**src/hw/rtl/sre_pkg.sv**
```systemverilog
// Shared types, constants and helpers for the S-record emitter.
// No dependencies; imported by every module of the block.
`default_nettype none

package sre_pkg;

    // Default data bytes per record (legal range 2 to 250)
    localparam int C_RECORD_BYTES = 32;

    // Width that holds the byte countdown over the whole parameter range
    localparam int C_BYTES_W = 8;

    // Longest text one transaction can produce: S2 header, one word, trailer
    localparam int C_MAX_CHARS = 17;
    localparam int C_LEN_W     = 5;
    localparam int C_CHAR_W    = 7;

    // Command codes of the input channel
    localparam logic C_CMD_DATA = 1'b0;
    localparam logic C_CMD_END  = 1'b1;

    // Character codes
    localparam logic [C_CHAR_W-1:0] C_CHAR_S     = 7'h53;
    localparam logic [C_CHAR_W-1:0] C_CHAR_ONE   = 7'h31;
    localparam logic [C_CHAR_W-1:0] C_CHAR_TWO   = 7'h32;
    localparam logic [C_CHAR_W-1:0] C_CHAR_NL    = 7'h0A;
    localparam logic [C_CHAR_W-1:0] C_CHAR_ZERO  = 7'h30;
    localparam logic [C_CHAR_W-1:0] C_CHAR_ALPHA = 7'h37;  // 'A' minus ten

    // Terminator line "S9030000FC" plus newline
    localparam int C_TERM_LEN = 11;
    localparam logic [C_CHAR_W-1:0] C_TERM [C_TERM_LEN] = '{
        7'h53, 7'h39, 7'h30, 7'h33, 7'h30, 7'h30,
        7'h30, 7'h30, 7'h46, 7'h43, 7'h0A
    };

    typedef logic [C_CHAR_W-1:0] t_char;

    // One formatted line of text, handed from the formatter to the serializer
    typedef struct packed {
        logic [C_MAX_CHARS-1:0][C_CHAR_W-1:0] chars;
        logic [C_LEN_W-1:0]                   len;
    } t_line;

    // Uppercase hex digit of one nibble
    function automatic t_char f_hex(input logic [3:0] nib);
        t_char base;
        base = (nib <= 4'd9) ? C_CHAR_ZERO : C_CHAR_ALPHA;
        return base + {3'b000, nib};
    endfunction

endpackage : sre_pkg

`default_nettype wire

```
**src/hw/rtl/sre_item_if.sv**
```systemverilog
// Input channel of the S-record emitter: valid/ready plus one item.
// Depends on nothing.
`default_nettype none

interface sre_item_if;
    logic        valid;
    logic        ready;
    logic        command;
    logic [15:0] data_word;
    logic [23:0] word_address;

    modport source (output valid, command, data_word, word_address, input ready);
    modport sink   (input valid, command, data_word, word_address, output ready);
endinterface : sre_item_if

`default_nettype wire

```
**src/hw/rtl/sre_char_if.sv**
```systemverilog
// Output channel of the S-record emitter: valid/ready plus one character.
// Depends on nothing.
`default_nettype none

interface sre_char_if;
    logic       valid;
    logic       ready;
    logic [6:0] character;
    logic       last;

    modport source (output valid, character, last, input ready);
    modport sink   (input valid, character, last, output ready);
endinterface : sre_char_if

`default_nettype wire

```
**src/hw/rtl/sre_format.sv**
```systemverilog
// Record formatter: holds the record countdown and running byte sum and
// turns one input item into a complete line of characters. Uses sre_pkg.
`default_nettype none

module sre_format
    import sre_pkg::*;
#(
    parameter int RECORD_BYTES = C_RECORD_BYTES
) (
    input  wire logic        i_clk,
    input  wire logic        i_rst_n,
    input  wire logic        i_load,
    input  wire logic        i_command,
    input  wire logic [15:0] i_data_word,
    input  wire logic [23:0] i_word_address,
    output t_line            o_line
);

    localparam logic [C_BYTES_W-1:0] RecBytes = C_BYTES_W'(RECORD_BYTES);
    localparam logic [7:0]           CountS1  = 8'((RECORD_BYTES + 3) % 256);
    localparam logic [7:0]           CountS2  = 8'((RECORD_BYTES + 4) % 256);

    logic [C_BYTES_W-1:0] r_bytes_left, n_bytes_left;
    logic [7:0]           r_running_sum, n_running_sum;

    logic                 rec_open;
    logic                 rec_close;
    logic                 is_s2;
    logic [7:0]           count_byte;
    logic [7:0]           addr_hi;
    logic [7:0]           hdr_sum;
    logic [7:0]           line_sum;
    logic [7:0]           check_byte;
    logic [C_LEN_W-1:0]   offs;

    // Decide record boundaries and header type
    assign rec_open   = (r_bytes_left == RecBytes);
    assign rec_close  = (r_bytes_left <= C_BYTES_W'(2));
    assign is_s2      = (i_word_address[23:16] != 8'h00);
    assign count_byte = is_s2 ? CountS2 : CountS1;
    assign addr_hi    = is_s2 ? i_word_address[23:16] : 8'h00;

    // Sum the bytes after the type field
    assign hdr_sum    = count_byte + addr_hi + i_word_address[15:8] + i_word_address[7:0];
    assign line_sum   = (rec_open ? hdr_sum : r_running_sum)
                      + i_data_word[15:8] + i_data_word[7:0];
    assign check_byte = ~line_sum;

    // Lay out header, data digits and trailer
    always_comb begin
        o_line = '0;
        offs   = '0;
        if (i_command == C_CMD_END) begin
            for (int k = 0; k < C_TERM_LEN; k++) begin
                o_line.chars[k] = C_TERM[k];
            end
            o_line.len = C_LEN_W'(C_TERM_LEN);
        end else begin
            if (rec_open) begin
                o_line.chars[0] = C_CHAR_S;
                o_line.chars[1] = is_s2 ? C_CHAR_TWO : C_CHAR_ONE;
                o_line.chars[2] = f_hex(count_byte[7:4]);
                o_line.chars[3] = f_hex(count_byte[3:0]);
                if (is_s2) begin
                    o_line.chars[4] = f_hex(i_word_address[23:20]);
                    o_line.chars[5] = f_hex(i_word_address[19:16]);
                    o_line.chars[6] = f_hex(i_word_address[15:12]);
                    o_line.chars[7] = f_hex(i_word_address[11:8]);
                    o_line.chars[8] = f_hex(i_word_address[7:4]);
                    o_line.chars[9] = f_hex(i_word_address[3:0]);
                    offs = C_LEN_W'(10);
                end else begin
                    o_line.chars[4] = f_hex(i_word_address[15:12]);
                    o_line.chars[5] = f_hex(i_word_address[11:8]);
                    o_line.chars[6] = f_hex(i_word_address[7:4]);
                    o_line.chars[7] = f_hex(i_word_address[3:0]);
                    offs = C_LEN_W'(8);
                end
            end
            o_line.chars[offs]               = f_hex(i_data_word[15:12]);
            o_line.chars[offs + C_LEN_W'(1)] = f_hex(i_data_word[11:8]);
            o_line.chars[offs + C_LEN_W'(2)] = f_hex(i_data_word[7:4]);
            o_line.chars[offs + C_LEN_W'(3)] = f_hex(i_data_word[3:0]);
            if (rec_close) begin
                o_line.chars[offs + C_LEN_W'(4)] = f_hex(check_byte[7:4]);
                o_line.chars[offs + C_LEN_W'(5)] = f_hex(check_byte[3:0]);
                o_line.chars[offs + C_LEN_W'(6)] = C_CHAR_NL;
                o_line.len = offs + C_LEN_W'(7);
            end else begin
                o_line.len = offs + C_LEN_W'(4);
            end
        end
    end

    // Advance the record countdown and running sum
    always_comb begin
        n_bytes_left  = r_bytes_left;
        n_running_sum = r_running_sum;
        if (i_command == C_CMD_END) begin
            n_bytes_left  = RecBytes;
            n_running_sum = 8'h00;
        end else if (rec_close) begin
            n_bytes_left  = RecBytes;
            n_running_sum = 8'h00;
        end else begin
            n_bytes_left  = r_bytes_left - C_BYTES_W'(2);
            n_running_sum = line_sum;
        end
    end

    always_ff @(posedge i_clk) begin
        if (!i_rst_n) begin
            r_bytes_left  <= RecBytes;
            r_running_sum <= 8'h00;
        end else if (i_load) begin
            r_bytes_left  <= n_bytes_left;
            r_running_sum <= n_running_sum;
        end
    end

endmodule : sre_format

`default_nettype wire

```
**src/hw/rtl/sre_serializer.sv**
```systemverilog
// Character serializer: holds one formatted line in a shift register and
// sends it one character per transaction. Uses sre_pkg and sre_char_if.
`default_nettype none

module sre_serializer
    import sre_pkg::*;
(
    input  wire logic      i_clk,
    input  wire logic      i_rst_n,
    input  wire logic      i_load,
    input  wire t_line     i_line,
    output logic           o_free,
    sre_char_if.source     o_result
);

    logic [C_MAX_CHARS-1:0][C_CHAR_W-1:0] r_chars, n_chars;
    logic [C_LEN_W-1:0]                   r_count, n_count;
    logic                                 take;

    assign take            = o_result.valid && o_result.ready;
    assign o_result.valid  = (r_count != '0);
    assign o_result.character = r_chars[0];
    assign o_result.last   = (r_count == C_LEN_W'(1));

    // Free when empty or when the final character leaves this cycle
    assign o_free = (r_count == '0) || (o_result.last && o_result.ready);

    // Load a new line, or shift down one character per transaction
    always_comb begin
        n_chars = r_chars;
        n_count = r_count;
        if (i_load) begin
            n_chars = i_line.chars;
            n_count = i_line.len;
        end else if (take) begin
            n_chars = {C_CHAR_W'(0), r_chars[C_MAX_CHARS-1:1]};
            n_count = r_count - C_LEN_W'(1);
        end
    end

    always_ff @(posedge i_clk) begin
        r_chars <= n_chars;
        if (!i_rst_n) begin
            r_count <= '0;
        end else begin
            r_count <= n_count;
        end
    end

endmodule : sre_serializer

`default_nettype wire

```
**src/hw/rtl/s_record_emitter.sv**
```systemverilog
// S-record emitter: turns image words into S1/S2/S9 record text.
// Channels: i_item (sink) takes one transaction per item: command, a 16-bit
// data word and its 24-bit load address. o_result (source) gives one ASCII
// character per transaction, with last set on the final character of an item.
// The first character of an item is offered in the cycle after the
// item is accepted. Each item yields 4 characters, plus 8 (S1) or 10 (S2)
// header characters when a record opens and 3 trailer characters when it
// closes; an end command yields the 11-character S9 line. One character
// leaves the output shift register per cycle while the receiver is ready,
// so an item yields 4 to 17 characters.
// A new item is accepted in the same cycle in which the final character of
// the previous one is taken, so there is no gap between lines.
// When the receiver stalls, the current character holds and no new item is
// accepted until the line drains. Reset empties the output and closes any
// open record, so the next data word opens a new one; the input is not ready
// while reset is held.
// Depends on sre_pkg, sre_item_if, sre_char_if, sre_format, sre_serializer.
`default_nettype none

module s_record_emitter
    import sre_pkg::*;
#(
    parameter int RECORD_BYTES = C_RECORD_BYTES
) (
    input  wire logic  i_clk,
    input  wire logic  i_rst_n,
    sre_item_if.sink   i_item,
    sre_char_if.source o_result
);

    logic  ser_free;
    logic  load;
    t_line line;

    // Accept a transaction whenever the serializer can take a new line
    assign i_item.ready = ser_free && i_rst_n;
    assign load         = i_item.valid && i_item.ready;

    sre_format #(
        .RECORD_BYTES (RECORD_BYTES)
    ) u_format (
        .i_clk          (i_clk),
        .i_rst_n        (i_rst_n),
        .i_load         (load),
        .i_command      (i_item.command),
        .i_data_word    (i_item.data_word),
        .i_word_address (i_item.word_address),
        .o_line         (line)
    );

    sre_serializer u_serializer (
        .i_clk    (i_clk),
        .i_rst_n  (i_rst_n),
        .i_load   (load),
        .i_line   (line),
        .o_free   (ser_free),
        .o_result (o_result)
    );

endmodule : s_record_emitter

`default_nettype wire

```
**src/flat_wrapper.sv**
```systemverilog
// flat-port wrapper written by rule: the top's interface ports become plain ports
module s_record_emitter_flat import sre_pkg::*;
#(
    parameter int RECORD_BYTES = C_RECORD_BYTES
)
  (i_clk, i_rst_n, i_item_valid, i_item_command, i_item_data_word, i_item_word_address, i_item_ready, o_result_valid, o_result_character, o_result_last, o_result_ready);
  sre_item_if i_item_i ();
  sre_char_if o_result_i ();
  input  wire logic i_clk;
  input  wire logic i_rst_n;
  input wire logic [$bits(i_item_i.valid)-1:0] i_item_valid;
  input wire logic [$bits(i_item_i.command)-1:0] i_item_command;
  input wire logic [$bits(i_item_i.data_word)-1:0] i_item_data_word;
  input wire logic [$bits(i_item_i.word_address)-1:0] i_item_word_address;
  output wire logic [$bits(i_item_i.ready)-1:0] i_item_ready;
  output wire logic [$bits(o_result_i.valid)-1:0] o_result_valid;
  output wire logic [$bits(o_result_i.character)-1:0] o_result_character;
  output wire logic [$bits(o_result_i.last)-1:0] o_result_last;
  input wire logic [$bits(o_result_i.ready)-1:0] o_result_ready;
  assign i_item_i.valid = i_item_valid;
  assign i_item_i.command = i_item_command;
  assign i_item_i.data_word = i_item_data_word;
  assign i_item_i.word_address = i_item_word_address;
  assign i_item_ready = i_item_i.ready;
  assign o_result_valid = o_result_i.valid;
  assign o_result_character = o_result_i.character;
  assign o_result_last = o_result_i.last;
  assign o_result_i.ready = o_result_ready;
  s_record_emitter #(.RECORD_BYTES(RECORD_BYTES)) u_core (.i_clk(i_clk), .i_rst_n(i_rst_n), .i_item(i_item_i), .o_result(o_result_i));
endmodule
```
**config.mk**
```make
export PLATFORM = sky130hd
export DESIGN_NAME = s_record_emitter_flat
export DESIGN_NICKNAME = d
export VERILOG_FILES = /design/src/hw/rtl/sre_pkg.sv /design/src/hw/rtl/sre_item_if.sv /design/src/hw/rtl/sre_char_if.sv /design/src/hw/rtl/sre_format.sv /design/src/hw/rtl/sre_serializer.sv /design/src/hw/rtl/s_record_emitter.sv /design/src/flat_wrapper.sv
export SDC_FILE = /design/constraint.sdc
export NUM_CORES = 1
export LEC_CHECK = 0
export BUFFER_PORTS_ARGS = -buffer_cell sky130_fd_sc_hd__clkbuf_2
export CORE_ASPECT_RATIO = 0.8
export CORE_UTILIZATION = 50
export CTS_CLUSTER_SIZE = 40
export DETAILED_ROUTE_END_ITERATION = 8
export PLACE_DENSITY = 0.79
export SYNTH_ARGS = -nofsm -noshare
export SYNTH_HDL_FRONTEND = slang
export SYNTH_SLANG_ARGS = --single-unit
```
**constraint.sdc**
```tcl
create_clock -name i_clk -period 12.95 [get_ports i_clk]
set_clock_uncertainty 0.2 [all_clocks]
set_input_delay 1.295 -clock i_clk [delete_from_list [all_inputs] [get_ports i_clk]]
set_output_delay 1.295 -clock i_clk [all_outputs]
set_load 0.05 [all_outputs]
```
# Yosys cells after proc, flatten, opt, wreduce, memory -nomap -nowiden
# Cells that the tools add are included.
word_totals:
  reg_bits: 140
  latchBits: 0
  ram_bits: 0
  romBits: 0
  output_inout_bits: 10
  mem_count: 0
classes:
  addsub: 28
  multipliers: 0
  n_div: 0
  order_cmp: 29
  eq_ne: 2
  shift: 0
  muxes: 57
  n_bitwise: 4
  n_reduce_logical: 16
op_table:
  columns: ["operator", "n"]
  rows:
  - ["$bwmux W119", 6]
  - ["$mux W119", 3]
  - ["$demux W7 S5", 7]
  - ["$mux W70", 2]
  - ["$and A85 B85 Y85", 1]
  - ["$not A85 Y85", 1]
  - ["$add A6 B4 Y7", 12]
  - ["$mux W82", 1]
  - ["$mux W7", 7]
  - ["$le A4 B4 Y1 const B", 12]
  - ["$mux W8", 6]
  - ["$mux W3", 15]
  - ["$lt A5 B6 Y1 const B", 7]
  - ["$mux W42", 1]
  - ["$ge A5 B1 Y1 const B", 7]
  - ["$or A34 B34 Y34", 1]
  - ["$add A8 B8 Y8", 4]
  - ["$mux W28", 1]
  - ["$add A5 B3 Y5 const B", 4]
  - ["$mux W5", 4]
  - ["$mux W14", 1]
  - ["$logic_and A1 B1 Y1", 11]
  - ["$add A5 B2 Y5 const B", 2]
  - ["$add A6 B8 Y8", 1]
  - ["other kinds (18)", 19]

# Depth between registers and ports, before layout
logic_depth:
  depth_word: 18
  mapped_depth: 30

# By module
# A second synthesis with hierarchy kept.
hier_totals:
  cells_unflattened: 942
  hier_area_um2: 9718.1
modules_own_cells:
  columns: ["module", "instances", "cells_per_inst", "area_per_inst_um2", "seq_area_each_um2"]
  rows:
  - ["sre_serializer", 1, 301, 5330.1, 3673.5]
  - ["sre_format", 1, 639, 4375.4, 300.3]
  - ["s_record_emitter", 1, 2, 12.5, 0.0]

# Least setup slack after synthesis
# OpenSTA, ideal clock, no wires.
synth_timing:
  kind: "input-to-reg"
  startpoint: "input i_item_word_address[23]"
  endpoint: "register u_core.u_serializer.r_chars[30] in the netlist's numbering, data pin"
  arrival_ps: 7090
  t_required_ps: 12490
  setup_slack_ps: 5400
  stages: 29
  path_buffers: 2
  cell_sequence: "buf_2 > nor4_1 > nand3_1 > clkbuf_1 > fa_1 > inv_1 > fa_1 > inv_1 > ha_1 > a21o_1 > a21oi_1 > o21bai_1 > a21oi_1 > xor2_1 > o21ai_0 > fa_1 > ha_1 > a21oi_1 > o21ai_4 > xor2_4 > xnor2_2 > nor2_1 > ha_1 > ha_1 > inv_1 > nand2_1 > o21ai_0 > a32o_1 > o21ai_2"
synth_rtl:
  columns: ["element", "line", "source"]
  rows:
  - ["from (decl)", "flat_wrapper.sv:14", "input wire logic [$bits(i_item_i.word_address)-1:0] i_item_word_address;"]
  - ["to (signal assigned)", "sre_serializer.sv:42", "r_chars <= n_chars;"]
  - ["to (decl)", "sre_serializer.sv:16", "logic [C_MAX_CHARS-1:0][C_CHAR_W-1:0] r_chars, n_chars;"]

==> metrics.md <==
| Metric | Value |
|---|---|
| CTS resizes | 0 |
| Most used DFF post-synth | edfxtp_1 |
| Clock Path Buffers | 2 |
| Slew @ Worst Pin | 1.03 ns |
| Synth Area per Inst | 9.78 sq um |
| Final HPWL DP | 15,900 um |
| Cts hold-fix bufs | 0 |
| Xor and xnor area share after synthesis | 3.85% |
| Post-route minimum period | 7.66 ns |
| Drt first-iter violations | 768 |
| Largest delay share family, worst path | adder cells |
| Setup Buffers After CTS | 0 |
| Largest net degree at the start of global routing | 84 |
| Cell Area, Placed | 9130 sq um |
| Hold-critical path depth | 2 |
| Adder-cell area share of the yosys netlist | 13.0% |
| Boundary pin count | 55 |
| Crit path largest cell delay | 0.63 ns |
| Total placed cells including tap cells | 1,128 |
| Residual DRC count | 0 |
| R2R depth | 21 |
| CP Class | in -> reg |
| Vias after detailed routing | 7,051 |
| YS warnings | 0 |
| Clk_lat worst skew | 0.43 ns |
| Routed vias/inst | 6.08 |
| Worst EP arrival | 7.63 ns |
| Yosys cell types | 68 |
| Status | finished, final reports clean |
| Post-Layout Cell Count | 1,160 |
| Commonest non-fill, non-tap cell in the layout | nand2_1 |
| HP Class | reg -> reg |
| Post-Route WL | 22,500 um |
| Number of buffers and inverters on the critical path | 4 |
| Relative slew slack | 31.1% |
| Chip width | 150 um |
| Final Hold Viols | 0 |
| Clk slew on worst S/H paths | 0.06 ns |
| DIE AREA | 18,000 sq um |
| Share of cells above drive strength 1 | 11.5% |
| RSZ-0062 raised after global routing | false |
| CTS sink cnt | 133 |
| Post-Syn Instances | 893 |
| CTS tree | built |
| Number of synthesized flops with an enable pin | 113 |
| CTS root buf | clkbuf_16 |
| Most frequent cells in the layout | 144 x nand2_1, 113 x edfxtp_1, 84 x o21ai_0 |
| Yosys reg bits | 133 |
| Nets | 1,046 |
| Mux share of post-synthesis cell area | 2.88% |
| Max H-tree Level | 4 |
| CORE AREA | 16,800 sq um |
| Die height | 120 um |
| CP startpoint kind | input port |
| Crit-path slowest cell | inv_2 |
| Post-Syn Area | 8740 sq um |
| Slew Limit Fails | 0 |
| First-pass GRT wire length | 35,500 um |
| Number of fill cells | 1,445 |
| Most Frequent Cell on Critical Path | ha_1 |
| CP required | 12.92 ns |
| # diodes | 0 |
| Post-Synth Simple-Gate Area | 14.3% |
| WL per Instance | 19.4 um |
| Final Wtd Congestion | 0.975 |
| Leak Pwr | 4.11 nW |
| Vias in the first global route | 6,710 |
| Final Util | 57.7% |
| VDD IR-drop max | 0.282 mV |
| Max-cap violations | 0 |
| Crit. path cell count | 28 |
| Initial Util | 52.0% |
| Ys async rst share | 0% |
| P&R area growth vs syn | 11.1% |
| Largest family of logic cells by synthesized area | compound AO/OA/AOI/OAI gates |
| Post-synth top area share | 38.8% |
| Seq/Total Area, Yosys | 43.4% |
| CTS Buf Count | 17 |
| Drt pass-1 iters | 6 |
| Most area-consuming cells after synthesis | edfxtp_1 39%, ha_1 6.6%, fa_1 6.4% |
| Compound-Gate Fraction of Synth Area | 18.1% |
| Post-route ant nets | 0 |
| Final Setup Violations | 0 |
| Pwr/cell area | 281 nW/um^2 |
| Design Area, Final | 9710 sq um |
| CP endpoint kind | register |
| Max FO, Critical Path | 41 |
| Max Fclk | 0.131 GHz |
| # rows | 42 |
| Total GRT Usage | 26.4% |
| Largest area contributor in the netlist | edfxtp_1 |
| Initial antenna violation count | 0 |
| Port bufs | 54 |
| Total negative setup slack | 0 ns |
| Total gr overflow | 0 |
| Period utilisation layout | 59.1% |
-- power by group --
part	internal, W	total, W	leakage, nW	switching (W)
clock	0.000268	0.000474	0.273	0.000206
combinational	0.000503	0.00142	2.58	0.000914
sequential	0.000768	0.000834	1.25	0.0000654
total	0.00154	0.00272	4.11	0.00119
-- cells in the mapped netlist, types with 3 or more instances --
cell type    n
inv_1       40
nand2b_1     8
nand2_1    145
a32o_1       3
buf_2        4
a22o_1      19
nor3_1       6
or3_1        3
nand3_1      7
buf_4        8
a31oi_1      7
xor2_1      16
o21ai_1      3
a22oi_1      9
edfxtp_1   113
and2_1      16
o21a_1       4
ha_1        46
nor4_1       5
a21o_1      15
o31ai_1      4
o21ai_0     84
fa_1        28
o22ai_1      3
xnor2_1     13
a21oi_1     67
and3_1       4
a311o_1      3
a211o_1      3
dfxtp_1     20
nor2_1      63
mux2i_1     24
o22a_1       8
nand4_1      4
nor2b_1     11
clkbuf_1    36
-- path summary, 6_finish.rpt --
| path | startpoint | slack (ns) | endpoint |
|---|---|---|---|
| setup reg to reg | u_core.u_format.r_bytes_left[3]$_SDFFE_PN0P_ | 8.20 | u_core.u_serializer.r_chars[30]$_DFFE_PP_ |
| hold reg to reg | u_core.u_format.r_running_sum[5]$_SDFFE_PN0P_ | 0.28 | u_core.u_format.r_running_sum[5]$_SDFFE_PN0P_ |
| setup / recovery | i_item_word_address[23] | 5.29 | u_core.u_serializer.r_chars[30]$_DFFE_PP_ |
| hold / removal | u_core.u_format.r_running_sum[5]$_SDFFE_PN0P_ | 0.28 | u_core.u_format.r_running_sum[5]$_SDFFE_PN0P_ |
-- cell type report --
| class | count | area [sq um] | share of cell area [%] |
|---|---|---|---|
| clock buffers | 17 | 425 | 4.38 |
| clock inverters | 15 | 149 | 1.53 |
| inverters | 42 | 158 | 1.62 |
| multi-input cells | 672 | 4580 | 47.2 |
| flip-flops and latches | 133 | 3790 | 39.1 |
| well taps | 220 | 275 | 2.84 |
| repair buffers | 61 | 323 | 3.33 |
-- registers in the layout, summed over array words and instances, names as in the netlist --
| name | count |
|---|---|
| u_core.u_format.r_running_sum | 8 |
| u_core.u_serializer.r_count | 5 |
| u_core.u_format.r_bytes_left | 7 |
| u_core.u_serializer.o_result.character | 7 |
| u_core.u_serializer.r_chars | 106 |
-- kinds of logic after synthesis --
group / Yosys count
AOI/OAI and AO/OA: 252
xor gates and xnor gates: 33
adders and majority gates: 74
buffers and inverters: 93
DFF: 133
muxes: 25
other: 1
and+or+nand+nor: 282
-- layer usage --
metal	vias to the layer above	global-route usage, %	share of wire, %
met5	-	0	0
met4	0	7.32	1.6
li1	3258	-	-
met2	369	39.4	45
met3	31	7.17	11
met1	3393	37.5	43
-- stage by stage --
step / hold WS [ns] / setup WS [ns] / total power (W)
floorplan: 0.241 / 5.40 / 0.00190
global placement: 0.269 / 5.20 / 0.00217
detailed placement: 0.270 / 5.00 / 0.00221
CTS: 0.279 / 5.43 / 0.00270
global route: 0.327 / 4.79 / 0.00289
finish: 0.283 / 5.29 / 0.00272
-- worst min-delay path: stages (launching register included) --
cell,delay (ns)
dfxtp_1,0.32
nand2_1,0.05
a21boi_0,0.06
Note: power is estimated with default switching activity, not from simulation.
